$ cat src/phj_pkg.sv
// Shared constants and types for the pairwise Hamming / Jaccard distance block.
// No dependencies; every other file in src except phj_ram imports this package.
package phj_pkg;

  // Default sizing for the top-level parameters
  localparam int MAX_ROWS_DEF    = 64;
  localparam int MAX_COLUMNS_DEF = 256;
  localparam int ALLELE_BITS_DEF = 8;

  // Fixed field widths of the ports
  localparam int ROW_W      = 6;
  localparam int COLUMN_W   = 8;
  localparam int CODE_W     = 8;
  localparam int HAMMING_W  = 9;
  localparam int JAC_W      = 17;
  localparam int ROW_CNT_W  = 7;
  localparam int COL_CNT_W  = 9;
  localparam int CFG_IDX_W  = 2;
  localparam int CFG_DATA_W = 9;

  // Saturation limit of the Hamming field
  localparam int HAMMING_MAX = (1 << HAMMING_W) - 1;

  // Configuration register indexes
  localparam logic [CFG_IDX_W-1:0] CFG_ROW_COUNT    = 2'd0;
  localparam logic [CFG_IDX_W-1:0] CFG_COLUMN_COUNT = 2'd1;

  // Input actions
  localparam logic ACT_WRITE = 1'b0;
  localparam logic ACT_SWEEP = 1'b1;

  // Sweep sequencer states
  typedef enum logic [2:0] {
    ST_IDLE,
    ST_READ,
    ST_DRAIN,
    ST_DIV_START,
    ST_DIV,
    ST_EMIT
  } phj_state_e;

endpackage

$ cat src/phj_div.sv
// Restoring divider: floor(num * 65536 / den) for num <= den, one quotient bit a cycle.
// Depends on phj_pkg.
module phj_div #(
  parameter int CNT_W = 9
) (
  input  logic                     clk_i,
  input  logic                     rst_ni,
  input  logic                     start_i,
  input  logic [CNT_W-1:0]         num_i,
  input  logic [CNT_W-1:0]         den_i,
  output logic                     busy_o,
  output logic [phj_pkg::JAC_W-1:0] quot_o
);

  import phj_pkg::*;

  localparam int STEP_W = $clog2(JAC_W);

  logic              busy_q;
  logic [STEP_W-1:0] step_q;
  logic [CNT_W:0]    rem_q, trial, rem_next;
  logic [CNT_W-1:0]  den_q;
  logic [JAC_W-1:0]  quot_q;
  logic              ge;

  // First step compares the numerator itself, later steps shift in a zero
  always_comb begin
    trial    = (step_q == '0) ? rem_q : {rem_q[CNT_W-1:0], 1'b0};
    ge       = (trial >= {1'b0, den_q});
    rem_next = ge ? (trial - {1'b0, den_q}) : trial;
  end

  // Sequence the steps
  always_ff @(posedge clk_i or negedge rst_ni) begin
    if (!rst_ni) begin
      busy_q <= 1'b0;
      step_q <= '0;
    end else if (start_i) begin
      busy_q <= 1'b1;
      step_q <= '0;
    end else if (busy_q) begin
      step_q <= step_q + 1'b1;
      if (step_q == STEP_W'(JAC_W - 1)) begin
        busy_q <= 1'b0;
      end
    end
  end

  // Hold remainder and quotient
  always_ff @(posedge clk_i) begin
    if (start_i) begin
      rem_q  <= {1'b0, num_i};
      den_q  <= den_i;
      quot_q <= '0;
    end else if (busy_q) begin
      rem_q  <= rem_next;
      quot_q <= {quot_q[JAC_W-2:0], ge};
    end
  end

  assign busy_o = busy_q;
  assign quot_o = quot_q;

endmodule

$ cat config.mk
export PLATFORM = sky130hd
export DESIGN_NAME = phj_div
export DESIGN_NICKNAME = d
export VERILOG_FILES = /design/src/phj_pkg.sv /design/src/phj_div.sv
export SDC_FILE = /design/constraint.sdc
export NUM_CORES = 1
export LEC_CHECK = 0
export BUFFER_PORTS_ARGS = -buffer_cell sky130_fd_sc_hd__buf_2
export CAP_MARGIN = 5
export CELL_PAD_IN_SITES_DETAIL_PLACEMENT = 1
export CELL_PAD_IN_SITES_GLOBAL_PLACEMENT = 2
export CORE_ASPECT_RATIO = 0.7
export CORE_MARGIN = 2
export CORE_UTILIZATION = 38
export CTS_CLUSTER_DIAMETER = 100
export DETAILED_ROUTE_END_ITERATION = 6
export PLACE_DENSITY_LB_ADDON = 0.25
export SLEW_MARGIN = 20
export SYNTH_ARGS = -nofsm -noshare
export SYNTH_HDL_FRONTEND = slang
export SYNTH_SLANG_ARGS = --single-unit
$ cat constraint.sdc
create_clock -name clk_i -period 8 [get_ports clk_i]
set_clock_uncertainty 0.05 [all_clocks]
set_input_delay 0 -clock clk_i [delete_from_list [all_inputs] [get_ports clk_i]]
set_output_delay 0 -clock clk_i [all_outputs]
set_load 0.02 [all_outputs]
==> impl_metrics.env <==
export IMPL_status="finished, final reports clean"
export IMPL_vias=1814
export IMPL_syn2layout_area_growth_pct=24.57
export IMPL_grt_pass1_wl_um=8997
export IMPL_clock_sinks=42
export IMPL_cts_setup_buffers=0
export IMPL_hold_path_cell_count=4
export IMPL_setup_viol_count_final=0
export IMPL_synth_distinct_cells=45
export IMPL_p_int_uw=544.0
export IMPL_port_buffers=38
export IMPL_die_area_mm2=0.006565
export IMPL_route_detailed_drc=0
export IMPL_worstPathCellList="inv_1 -> ha_1 -> nor4b_2 -> nand2_1 -> ha_1 -> fa_1 -> nand2b_1 -> a21oi_1 -> a41oi_1 -> o211ai_1 -> o21ai_0 -> a31o_2"
export IMPL_die_w_um=95.99
export IMPL_cap_viol_max_count=0
export IMPL_dr_pass1_iters=4
export IMPL_ant_nets=0
export IMPL_syn_area_per_cell_um2=10.37
export IMPL_dpl_instance_area_mm2=0.002486
export IMPL_vdd_drop_max_mv=0.1109
export IMPL_via_per_inst=5.183
export IMPL_cts_resized=0
export IMPL_period_share_pct=55.54
export IMPL_start_util_pct=39.31
export IMPL_yosys_warnings=0
export IMPL_coreArea_mm2=0.005727
export IMPL_switchingPower_uw=337.9
export IMPL_cpLargestDelayFamily="compound AO/OA/AOI/OAI gates"
export IMPL_crit_top_cell="ha_1"
export IMPL_antenna_found_initial=0
export IMPL_fp_dieH_um=68.39
export IMPL_worstSetupPathType="flip-flop to flip-flop"
export IMPL_cts_root_buf="clkbuf_8"
export IMPL_sw_frac_of_total_pct=38.31
export IMPL_n_fill_cell=641
export IMPL_startpoint_type="flip-flop"
export IMPL_htree_levels=2
export IMPL_grt_max_degree=47
export IMPL_n_antenna_cell=0
export IMPL_clk_pin_slew_ns=0.09
export IMPL_place_congestion=0.8459
export IMPL_required_ns=8.01
export IMPL_clkPwrFrac_pct=20.7
export IMPL_gr_total_overflow=0
export IMPL_netlist_area_mm2=0.002251
export IMPL_dp_hpwl_um=3777
export IMPL_seq_power_share_pct=33.2
export IMPL_cp_end_kind="flip-flop"
export IMPL_drive_above_1_share_pct=22.18
export IMPL_dr_wl_met2_um=2521
export IMPL_synthesis_nets=250
export IMPL_total_leakage_power_uw=0.001350
export IMPL_p_per_area_mw_per_mm2=314.5
export IMPL_wl_per_cell_um=15.91
export IMPL_rows=23
export IMPL_fin_crit_ns=4.443
export IMPL_multi_input_area_mm2=0.001080
export IMPL_drt_iter0_markers=88
export IMPL_final_area_mm2=0.002804
export IMPL_routed_top_layer="met4"
export IMPL_tightest_slew_ns=1.071
export IMPL_fmax_mhz=225.1
export IMPL_insertion_delay_ns=0.30
export IMPL_crit_cells=12
export IMPL_slew_viol_final=0
export IMPL_cp_max_fo=10
export IMPL_wl_met3_um=186
export IMPL_critical_path_arrival_ns=4.45
export IMPL_numCtsBuffers=5
export IMPL_slowest_delay_ns=0.86
export IMPL_num_nets_final=307
export IMPL_slew_headroom_pct=28.39
export IMPL_wl_met1_um=2782
export IMPL_pwr_share_comb_pct=46.1
export IMPL_grt_usage_pct=18.36
export IMPL_hold_viol_final=0
export IMPL_routed_wl_um=5567
export IMPL_cp_slowest_cell="nor4b_2"
export IMPL_hold_class="primary input to flip-flop"
export IMPL_synth_seq_area_share_pct=46.69
export IMPL_cp_num_buf_inv=1
export IMPL_pin_count=39
export IMPL_register_area_mm2=0.001051
export IMPL_ys_ff_latch=42
export IMPL_cts_tree="yes"
export IMPL_rr_worst_depth=12
export IMPL_synthCells=217
export IMPL_fin_tns_setup_ns=0
export IMPL_r2r_slack_ns=3.56
export IMPL_grt_pass1_vias=1764
export IMPL_cts_buffer_depth=2
export IMPL_rsz0062_at_grt="no"
==> tightest hold or removal path, cell delays in order <==
cell and delay, ns:
buf_2 0.08, nand2_1 0.04, o21ai_0 0.06, a31o_2 0.11
==> stage by stage <==
stage | std cells | util (%) | hold slack, ns | total power [µW] | setup WS, ns
after floorplan | 217 | - | -0.3456 | 598.5 | 4.714
after global placement | 323 | 43.41 | -0.2193 | 684.8 | 3.854
after detailed placement | 323 | 43.41 | -0.2181 | 688.5 | 3.606
after CTS | 350 | 48.96 | 0.03087 | 883.3 | 3.582
after global routing | 350 | 48.96 | 0.06445 | 939.3 | 3.149
final | 350 | 48.96 | 0.03945 | 881.9 | 3.557
==> cell usage in the layout (no fill, tap or decap), types with 2 or more instances in the layout <==
cell           synthesis  routed
buf_2                  0      38
nor2_1                30      30
mux2i_1               19      19
dlygate4sd3_1          0      19
edfxtp_1              18      18
dfxtp_1               18      18
inv_1                 14      14
nand2_1               13      13
a21oi_1               11      11
ha_1                  11      11
o21ai_0               10      10
mux2_2                 7       7
dfrtp_1                6       6
clkbuf_8               0       5
xor2_1                 4       4
nor2b_1                3       3
nor3_1                 3       3
nand4_1                3       3
nand2b_1               2       2
a41oi_1                2       2
o21a_1                 2       2
o22a_1                 2       2
nor4_1                 2       2
a31oi_1                2       2
and3_2                 2       2
a2bb2oi_1              2       2
xnor2_1                2       2
nand3_1                2       2
a22o_1                 2       2
clkbuf_16              0       2
buf_4                  0       2
==> state kept, by name, summed over array words and instances (netlist names) <==
register and count:
step_q 5, busy_o 1, quot_o 17, rem_q 10, den_q 9
==> cell families after synthesis <==
group                    after synthesis  synth area share, %
XOR/XNOR                               6                2.335
buffers and inverters                 24                5.336
multiplexers                          26                11.95
AND/OR/NAND/NOR                       64                13.73
adder cells (fa/ha/maj)               12                7.004
AO/OA/AOI/OAI                         43                12.95
flip-flops                            42                46.69
==> path summary, 6_finish.rpt <==
| path | endpoint | start |
|---|---|---|
| max in group asynchronous | busy_o | rst_ni |
| worst max register to register | rem_q[3] | step_q[0] |
| min in group asynchronous | step_q[4] | rst_ni |
| worst max-delay path | rem_q[3] | step_q[0] |
| worst min register to register | rem_q[9] | rem_q[9] |
| worst min-delay path | rem_q[3] | num_i[3] |
==> area by class of cell <==
type / count / area share [%]
Clock buffer: 7 / 4.239
Clock inverter: 1 / 0.3124
Inverter: 15 / 2.008
Multi-Input combinational cell: 151 / 38.51
Sequential cell: 42 / 37.48
Tap cell: 75 / 3.347
Timing Repair Buffer: 59 / 14.10
==> routing by layer <==
metal,vias up,global-route usage [%]
met5,-,0
met3,7,3.965
li1,890,-
met4,0,6.429
met1,887,25.24
met2,30,28.65
==> power groups by stage <==
stage | combinational (µW) | clock [µW] | sequential (µW)
after floorplan | 305 | 0 | 293
after CTS | 405 | 186 | 292
after detailed placement | 393 | 0 | 296
after global placement | 389 | 0 | 296
final | 407 | 182 | 293
after global routing | 450 | 192 | 297
==> synth_stat cells <==
library cell / number / share of area (%)
a31o_2: 1 / 0.39
nand2_1: 13 / 2.2
dfrtp_1: 6 / 6.7
clkinv_1: 1 / 0.17
o211a_1: 1 / 0.44
nor2b_1: 3 / 0.83
edfxtp_1: 18 / 24
nand2b_1: 2 / 0.56
mux2i_1: 19 / 8.4
a2bb2oi_1: 2 / 0.78
a221o_1: 1 / 0.44
a211o_1: 1 / 0.39
nor4b_2: 1 / 0.67
a41oi_1: 2 / 0.78
a21oi_1: 11 / 2.4
buf_6: 4 / 2.0
nor3_1: 3 / 0.67
nor4_1: 2 / 0.56
and3_2: 2 / 0.67
inv_1: 14 / 2.3
o21a_1: 2 / 0.67
o21ai_0: 10 / 2.2
nor2b_4: 1 / 0.61
nand4_1: 3 / 0.83
fa_1: 1 / 0.89
mux2_2: 7 / 3.5
o211ai_1: 1 / 0.33
o311ai_0: 1 / 0.39
clkbuf_1: 4 / 0.67
o22a_1: 2 / 0.78
buf_1: 1 / 0.17
a21o_1: 1 / 0.33
o31a_1: 1 / 0.39
a211oi_1: 1 / 0.33
o32a_2: 1 / 0.50
xor2_1: 4 / 1.6
a31oi_1: 2 / 0.56
or3b_1: 1 / 0.39
nand3_1: 2 / 0.44
a22o_1: 2 / 0.78
xnor2_1: 2 / 0.78
dfxtp_1: 18 / 16
or4_1: 1 / 0.33
nor2_1: 30 / 5.0
ha_1: 11 / 6.1
==> what timing repair did <==
item,CTS,global route
hold buffers,19,0
setup endpoints to repair,0,0
endpoints found under the hold margin,23,0
No activity file was read; power rests on OpenSTA's default activity.
