==> src/phj_pkg.sv <==
// Shared constants and types for the pairwise Hamming / Jaccard distance block.
// No dependencies; every other file in src except phj_ram imports this package.
package phj_pkg;

  // Default sizing for the top-level parameters
  localparam int MAX_ROWS_DEF    = 64;
  localparam int MAX_COLUMNS_DEF = 256;
  localparam int ALLELE_BITS_DEF = 8;

  // Fixed field widths of the ports
  localparam int ROW_W      = 6;
  localparam int COLUMN_W   = 8;
  localparam int CODE_W     = 8;
  localparam int HAMMING_W  = 9;
  localparam int JAC_W      = 17;
  localparam int ROW_CNT_W  = 7;
  localparam int COL_CNT_W  = 9;
  localparam int CFG_IDX_W  = 2;
  localparam int CFG_DATA_W = 9;

  // Saturation limit of the Hamming field
  localparam int HAMMING_MAX = (1 << HAMMING_W) - 1;

  // Configuration register indexes
  localparam logic [CFG_IDX_W-1:0] CFG_ROW_COUNT    = 2'd0;
  localparam logic [CFG_IDX_W-1:0] CFG_COLUMN_COUNT = 2'd1;

  // Input actions
  localparam logic ACT_WRITE = 1'b0;
  localparam logic ACT_SWEEP = 1'b1;

  // Sweep sequencer states
  typedef enum logic [2:0] {
    ST_IDLE,
    ST_READ,
    ST_DRAIN,
    ST_DIV_START,
    ST_DIV,
    ST_EMIT
  } phj_state_e;

endpackage

==> src/phj_pair.sv <==
// Per-pair accumulator: counts differing columns, union and intersection of presence.
// Depends on phj_pkg; fed by the registered read words of phj_ram.
module phj_pair #(
  parameter int ALLELE_BITS = phj_pkg::ALLELE_BITS_DEF,
  parameter int CNT_W       = 9
) (
  input  logic                   clk_i,
  input  logic                   clear_i,
  input  logic                   valid_i,
  input  logic [ALLELE_BITS-1:0] a_i,
  input  logic [ALLELE_BITS-1:0] b_i,
  output logic [CNT_W-1:0]       ham_o,
  output logic [CNT_W-1:0]       uni_o,
  output logic [CNT_W-1:0]       inter_o
);

  import phj_pkg::*;

  localparam logic [ALLELE_BITS-1:0] PRESENT = ALLELE_BITS'(1);

  logic [CNT_W-1:0] ham_q, uni_q, inter_q;
  logic             a_pres, b_pres;

  assign a_pres = (a_i == PRESENT);
  assign b_pres = (b_i == PRESENT);

  // Clear at pair start, then add one column per valid word
  always_ff @(posedge clk_i) begin
    if (clear_i) begin
      ham_q   <= '0;
      uni_q   <= '0;
      inter_q <= '0;
    end else if (valid_i) begin
      ham_q   <= ham_q + CNT_W'(a_i != b_i);
      uni_q   <= uni_q + CNT_W'(a_pres || b_pres);
      inter_q <= inter_q + CNT_W'(a_pres && b_pres);
    end
  end

  assign ham_o   = ham_q;
  assign uni_o   = uni_q;
  assign inter_o = inter_q;

endmodule

==> config.mk <==
export PLATFORM = sky130hd
export DESIGN_NAME = phj_pair
export DESIGN_NICKNAME = d
export VERILOG_FILES = /design/src/phj_pkg.sv /design/src/phj_pair.sv
export SDC_FILE = /design/constraint.sdc
export NUM_CORES = 1
export LEC_CHECK = 0
export ABC_CLOCK_PERIOD_IN_PS = 4200
export BUFFER_PORTS_ARGS = -buffer_cell sky130_fd_sc_hd__buf_2
export CELL_PAD_IN_SITES_DETAIL_PLACEMENT = 2
export CELL_PAD_IN_SITES_GLOBAL_PLACEMENT = 2
export CORE_UTILIZATION = 30
export DETAILED_ROUTE_END_ITERATION = 12
export GPL_TIMING_DRIVEN = 0
export HOLD_SLACK_MARGIN = 0.05
export PLACE_DENSITY = 0.87
export SETUP_SLACK_MARGIN = 0.05
export SYNTH_ARGS = -nofsm -noshare
export SYNTH_HDL_FRONTEND = slang
export SYNTH_SLANG_ARGS = --single-unit
==> constraint.sdc <==
create_clock -name clk_i -period 4.2 [get_ports clk_i]
set_clock_uncertainty 0.2 [all_clocks]
set_input_delay 0.63 -clock clk_i [delete_from_list [all_inputs] [get_ports clk_i]]
set_output_delay 0.63 -clock clk_i [all_outputs]
set_load 0.01 [all_outputs]
==> flow_results.org, run 1 <==
** STA
- Timing would allow up to 409.2 MHz.
- The final count of pins violating max slew came to 0.
- Summed over all failing endpoints, the final setup total negative slack is 0 ns.
- Of the available clock period, the critical path in the final layout requires 58.19%.
- The worst path meets setup with 1.756 ns of slack.
- Final number of hold-violating endpoints :: 0
- Fin crit period :: 2.444 ns
- At the pin with the least slew margin, the transition time is 0.4861 ns.
- Setup violations remaining at the end of the flow were counted as 0.
- Unrepaired setup endpoints after global routing :: no
- Worst slew margin relative to its limit :: 67.59%

** Clock network
- Clock buffers created by TritonCTS :: 3
- The clock drives 27 sinks.
- In this run the number of H-tree levels came out at 1.
- Clock slew seen by the registers of the worst setup and hold paths :: 0.10 ns
- TritonCTS built the clock tree.
- Hold_buf cts :: 0
- Resized cells post-CTS :: 0
- Clock network latency to the later pin of the worst-skew pair :: 0.28 ns
- Cell at the root of the clock tree :: sky130_fd_sc_hd__clkbuf_8
- Number of buffers on the longest clock path :: 2
- Post-CTS timing repair inserted 0 buffers for setup.

** Worst setup path
- On the worst path, the slowest cell contributes a delay of 0.42 ns.
- Data on the critical path arrives at its endpoint at 2.45 ns.
- The critical path goes through buf_2 > nor4b_1 > nand2_1 > nand2_1 > ha_1 > ha_1 > nand4_1 > or3_2 > a21oi_1.
- The worst setup path is launched from a primary input.
- The critical path in this run is classified as in2reg.
- Length in cells of the worst reg-to-reg path :: 5
- Cell with the largest stage delay on the worst path :: sky130_fd_sc_hd__or3_2
- In this run the worst path has a maximum fanout of 4.
- Required time at the worst-slack endpoint :: 4.21 ns
- The worst setup path is captured at a flip-flop.

** Placed design
- Prior to clock tree synthesis, the placed netlist has a worst setup slack of 1.423 ns.
- Routability-driven placement finished with a final weighted congestion of 0.7361.
- Sum of net half-perimeters after detailed placement :: 3143 um
- The number of placed instances, taps included, is 241.
- Number of buffer cells added on primary ports :: 43
- Cell area after placement :: 1590 um^2

** Synthesis
- Netlist area before placement :: 1313 um^2
- Async S/R FF share, synth :: 0%
- In the synthesized netlist, the cells that appear most often are 27 x sky130_fd_sc_hd__dfxtp_1, 17 x sky130_fd_sc_hd__xor2_1, 15 x sky130_fd_sc_hd__nor2_1, 14 x sky130_fd_sc_hd__nand2_1, 13 x sky130_fd_sc_hd__a21oi_1.
- A synthesized cell averages 8.868 um^2.
- In this run the biggest area consumer among cell types represents 41.18% of the synthesized area.
- Of all cell types, the one taking the most synthesized area is sky130_fd_sc_hd__dfxtp_1.
- Dominant register cell in the synthesized netlist :: sky130_fd_sc_hd__dfxtp_1
- By instance count, the leading cell after synthesis is sky130_fd_sc_hd__dfxtp_1.
- Yosys mapped a number of flops with a built-in enable equal to 0.
- Sequential elements use 41.18% of the synthesized area.
- The cell count after synthesis came out at 148.
- Number of synthesis warnings :: 0
- After synthesis the netlist holds a flip-flop and latch count of 27.
- Sorting the synthesized cells by area gives the leading types as sky130_fd_sc_hd__dfxtp_1 41%, sky130_fd_sc_hd__xor2_1 11%, sky130_fd_sc_hd__ha_1 5.7%.
- The number of different library cells used by synthesis comes to 21.
- Net count after synthesis :: 173

** Die
- Number of top-level pins :: 46
- Placeable core region :: 4086 um^2
- From bottom edge to top edge, the die measures 68.15 um.
- Row count :: 23
- DIE AREA :: 4644 um^2
- Once the floorplan was initialized, standard cells occupied 32.12% of the core.
- Horizontal die dimension :: 68.15 um

** Detailed routing
- The routed layout has 1284 vias.
- Remaining number of nets flagged by the antenna check after routing :: 0
- Count of routing violations after the opening detailed-route iteration :: 25
- Wirelength per Cell :: 16.01 um
- Ratio of routed vias to standard cells :: 5.241
- The first detailed-routing pass took 3 iterations.
- In the routed design, unresolved DRC markers number 0.
- Total routed wirelength :: 3923 um

** Worst hold path
- In this run the worst hold path is classified as reg2reg.
- The worst hold path was traced through 2 stages.

** Layout
- Measured on the finished design, the core utilization comes to 40.05%.
- Final Net Count :: 221
- Number of standard cells in the layout, taps in and fillers out :: 245
- ANT cells :: 0
- The filler cells instantiated in the layout total 496.
- In the final layout, the share of cells above drive strength 1 is 27.18%.
- Final design area excluding fillers :: 1637 um^2
- Compared with the post-synthesis result, the final layout area differs by 24.69%.

** Global route
- The first global-routing pass estimated 6410 um of wire.
- Number of global-route vias before repair :: 1408
- Entering global routing, the biggest net connects 16 pins.
- Global routing consumed, over all layers together, 18.77% of the routing resources.
- After global routing the overflow that remains totals 0.
- The number of antenna violations at the first check in global routing was 0.

** Pwr
- IR analysis of the VDD net gives a maximum drop of 0.0001112 V.
- In this run the static leakage power is 0.7050 nW.
- Power density normalized to cell area :: 275.6 nW/um^2

** Flow run
- Max-capacitance violation count :: 0

** Status
- The flow ran to the end, and the final reports show no timing, DRC or antenna violations.
[worst max-delay path: cells and delay by family]
kind,cells,cell delay [ns]
simple gates,5,1.12
compound gates,1,0.17
fa+ha+maj,2,0.43
buf+inv,1,0.11
[kinds of logic after synthesis]
| kind of cell | Yosys count | synth area share [%] |
|---|---|---|
| muxes | 5 | 3.813 |
| DFF | 27 | 41.18 |
| adders and majority gates | 6 | 5.720 |
| and+or+nand+nor | 61 | 25.55 |
| AOI/OAI and AO/OA | 26 | 10.49 |
| buffers and inverters | 6 | 1.906 |
| xor gates and xnor gates | 17 | 11.34 |
[per-stage QoR]
stage          total power [mW]  hold slack (ns)
6_report                 0.4510           0.2989
5_1_grt                  0.4749           0.3391
4_1_cts                  0.4551           0.2998
3_5_place_dp             0.3044           0.2786
3_3_place_gp             0.3014           0.2573
2_1_floorplan            0.2851           0.2959
[power by group]
part / total (mW) / internal, mW / leakage (nW) / switching [mW]
combinational: 0.0377 / 0.0161 / 0.462 / 0.0216
sequential: 0.260 / 0.258 / 0.218 / 0.00248
clock: 0.153 / 0.0667 / 0.0255 / 0.0865
[placed cells by master (no fill, tap or decap), drive strengths merged, types with 5 or more instances in the layout]
cell type and n:
ha 6, nand2 14, or3 10, dfxtp 27
buf 46, clkbuf 5, o21ai 10, a21oi 13
nor2 15, nand4 12, mux2i 5, xor2 17
[final timing paths]
path,end,start,slack [ns]
setup / recovery,uni_o[8],b_i[1],1.76
hold / removal,inter_o[8],inter_o[8],0.30
setup reg to reg,uni_o[8],uni_o[0],2.39
hold reg to reg,inter_o[8],inter_o[8],0.30
[registers in the layout, summed over array words and instances (netlist names)]
name and flops:
uni_o 9, ham_o 9, inter_o 9
[routing by layer]
layer / routed length, um / up-vias / share of wire [%] / GRT usage, %
met5: 0 / - / 0 / 0
li1: - / 629 / - / -
met3: 154 / 4 / 3.9 / 2.500
met1: 1583 / 619 / 40 / 19.98
met4: 49 / 0 / 1.2 / 6.250
met2: 2136 / 32 / 54 / 37.01
[final cells by class]
type,instances,area (um^2),area share (%)
Sequential cell,27,540.5,33.03
Clock inverter,1,5.005,0.3058
Timing Repair Buffer,43,215.2,13.15
Inverter,1,3.754,0.2294
Clock buffer,3,41.29,2.523
Multi-Input combinational cell,115,747.0,45.64
Buffer,5,21.27,1.300
Tap cell,50,62.56,3.823
No activity file was read; power rests on OpenSTA's default activity.
==> run 2, diff against run 1 <==
- ABC_CLOCK_PERIOD_IN_PS: 4200 -> 2400
- CORE_UTILIZATION: 30 -> 28
- PLACE_DENSITY: 0.87 -> 0.82
- clock period: 4.2 -> 2.4 ns (I/O delays scaled with it)
==> run 2 against run 1 <==
Effect of this change: the run now ends with design-rule violations left; worst setup slack got worse by 1.5 ns; global-route usage decreased by 3.6 points; non-clock buffer count unchanged; clock power increased by 76%; via count decreased by 1.1%; total power increased by 75%; final cell count increased by 0.82%; register-to-register slack got worse by 1.8 ns; critical endpoint unchanged; largest cell class unchanged; largest power group unchanged; highest routed layer unchanged.
==> flow_results.org, run 2 (synthesized netlist as in run 1, its figures left out) <==
** Pwr
- Summed over all nets, the switching power comes to 0.1930 mW.
- Sequential fraction of design power :: 57.5%
- Peak supply drop :: 0.0001734 V
- Leakage power summed over all cells :: 0.7012 nW
- Switching part of the total :: 24.42%
- The internal power of the cells totals 0.5972 mW.
- Part of the total power dissipated in the clock network :: 34.2%
- Power spread over the standard cell area amounts to 481.3 nW/um^2.
- In this run, the combinational gates consume 8.3% of the power.
- Pwr Total :: 0.7901 mW

** STA
- For this run, the top clock speed supported by timing is 470.3 MHz.
- Post-route worst setup slack :: 0.2736 ns
- The smallest clock period supported by the final layout is computed as 2.126 ns.
- Final setup violation count :: 0
- In the finished design, the share of the clock period the worst path needs comes to 88.60%.
- Worst slew margin relative to its limit :: 69.18%
- Final number of hold-violating endpoints :: 0
- Final Max Slew Viols :: 0
- Worst Max-Slew Pin Slew :: 0.4622 ns
- Setup repair after global routing left no endpoint under its margin.

** Worst setup path
- The worst setup path is captured at a flip-flop.
- Biggest fanout along the worst timing path :: 4
- Type of the worst setup path :: in2reg
- Required time at the worst-slack endpoint :: 2.41 ns
- The worst setup path is launched from a primary input.
- STA puts the critical path data arrival time at 2.14 ns.

** Clock network
- Clock tree synthesis found a total of 27 sinks.
- TritonCTS clock tree :: done
- Clock slew seen by the registers of the worst setup and hold paths :: 0.10 ns
- For the worst-skew pair, the clock arrives at the later sink with an insertion delay of 0.28 ns.
- Depth of the CTS H-tree :: 1
- Resized cells post-CTS :: 0
- Clock buffers created by TritonCTS :: 3
- The tree is rooted in a sky130_fd_sc_hd__clkbuf_8.
- Hold_buf cts :: 0
- Post-CTS setup buffers :: 0
- The clock passes through at most 2 buffers.

** Layout
- The sequential cells in the finished layout cover a total of 540.5 um^2.
- In the final layout, the multi-input gates occupy 747.0 um^2.
- Filler instances :: 524
- For this run, the post-layout net count is 221.
- Leaving out fill and tap cells, the most frequent cell in the layout is sky130_fd_sc_hd__buf_2.
- Syn-to-layout area delta :: 25.07%
- Number of standard cells in the layout, taps in and fillers out :: 247
- Ratio of cells with drive above 1 in the final layout :: 27.18%
- Top library cells by usage in the layout, fill and taps aside :: 45 x sky130_fd_sc_hd__buf_2, 27 x sky130_fd_sc_hd__dfxtp_1, 17 x sky130_fd_sc_hd__xor2_1
- Final design area excluding fillers :: 1642 um^2
- 0 antenna diodes ended up in the layout.
- Share of the core filled with cells in the final layout :: 36.94%

** Detailed routing
- Wires add up to 3644 um.
- After the first detailed-routing iteration, the DRC count stood at 27.
- The detail route stage leaves a number of antenna-violating nets equal to 0.
- Ratio of routed vias to standard cells :: 5.142
- Overall via count from detail_route :: 1270
- Final routed DRC violation total :: 4
- Router iterations before antenna repair :: 7
- Dividing the detail-routed wire length by the instance count gives 14.75 um.

** Global route
- Wire length of the first global-routing pass :: 6037 um
- Maximum number of pins on one net before global-route repair :: 17
- Number of global-route vias before repair :: 1371
- Overflow left after global routing :: 0
- Initial antenna violation count :: 0
- Tot GR Track Use :: 15.18%

** Placed design
- Placed cell count :: 243
- Summed over all nets, the half-perimeter wirelength after detailed placement is 2934 um.
- During placement, the flow inserted port buffers numbering 43.
- Cell area after placement :: 1593 um^2
- Worst setup timing slack at the placement stage :: -0.05236 ns
- Placer's final routability congestion estimate :: 0.7456

** Die
- The die covers 4965 um^2.
- Row count :: 24
- Horizontal die dimension :: 70.47 um
- The floorplan step set the die height to 70.47 um.
- For this design the top-level I/O count stands at 46.
- Once the floorplan was initialized, standard cells occupied 29.53% of the core.
- After floorplanning, the core was sized to cover 4444 um^2.

** Status
- The checks that failed: design-rule violations.
- Run status :: finished, violations left

** Flow run
- Max-capacitance violation count :: 0

** Worst hold path
- The worst hold path belongs to the class in2reg.
==> run 2: final cells by class <==
class                           count  share of cell area, %
Tap cell                           52                  3.963
Multi-Input combinational cell    115                  45.50
Clock buffer                        3                  2.515
Sequential cell                    27                  32.93
Buffer                              5                  1.296
Timing Repair Buffer               43                  13.11
Inverter                            1                 0.2287
Clock inverter                      1                 0.4573
==> run 2: worst max-delay path, stage by stage <==
cell and delay [ns]:
sky130_fd_sc_hd__buf_2 0.11, sky130_fd_sc_hd__nor4b_1 0.32, sky130_fd_sc_hd__nand2_1 0.12, sky130_fd_sc_hd__nand2_1 0.09, sky130_fd_sc_hd__ha_1 0.21, sky130_fd_sc_hd__ha_1 0.24
sky130_fd_sc_hd__nand4_1 0.13, sky130_fd_sc_hd__or3_2 0.42, sky130_fd_sc_hd__a21oi_1 0.14
==> run 2: through the flow <==
step | TNS [ns] | hold slack (ns)
final | 0 | 0.2819
after global routing | 0 | 0.2989
after CTS | 0 | 0.2872
after detailed placement | -0.09339 | 0.2885
after global placement | 0 | 0.2583
after floorplan | 0 | 0.2959
==> run 2: path summary, 6_finish.rpt <==
check | startpoint | end | slack, ns | cells after the start
min | clear_i | ham_o[8] | 0.28 | 2
max reg2reg | uni_o[0] | uni_o[8] | 0.61 | 5
max | a_i[1] | uni_o[8] | 0.27 | 9
min reg2reg | inter_o[8] | inter_o[8] | 0.30 | 2
==> run 2: power by group through the flow <==
| stage | Clock, mW | Combinational [mW] | Sequential [mW] |
|---|---|---|---|
| 2_1_floorplan | 0 | 0.0328 | 0.466 |
| 3_3_place_gp | 0 | 0.0623 | 0.465 |
| 3_5_place_dp | 0 | 0.0666 | 0.465 |
| 4_1_cts | 0.282 | 0.0671 | 0.455 |
| 5_1_grt | 0.295 | 0.0735 | 0.455 |
| 6_report | 0.270 | 0.0655 | 0.455 |
==> run 2: metal layers <==
layer  wire length, um  vias up  GRT usage, %
met5                 0        -             0
met4                61        0         6.122
met3               138        4         2.020
met2              1885       33         29.13
met1              1557      606         16.56
li1                  -      627             -
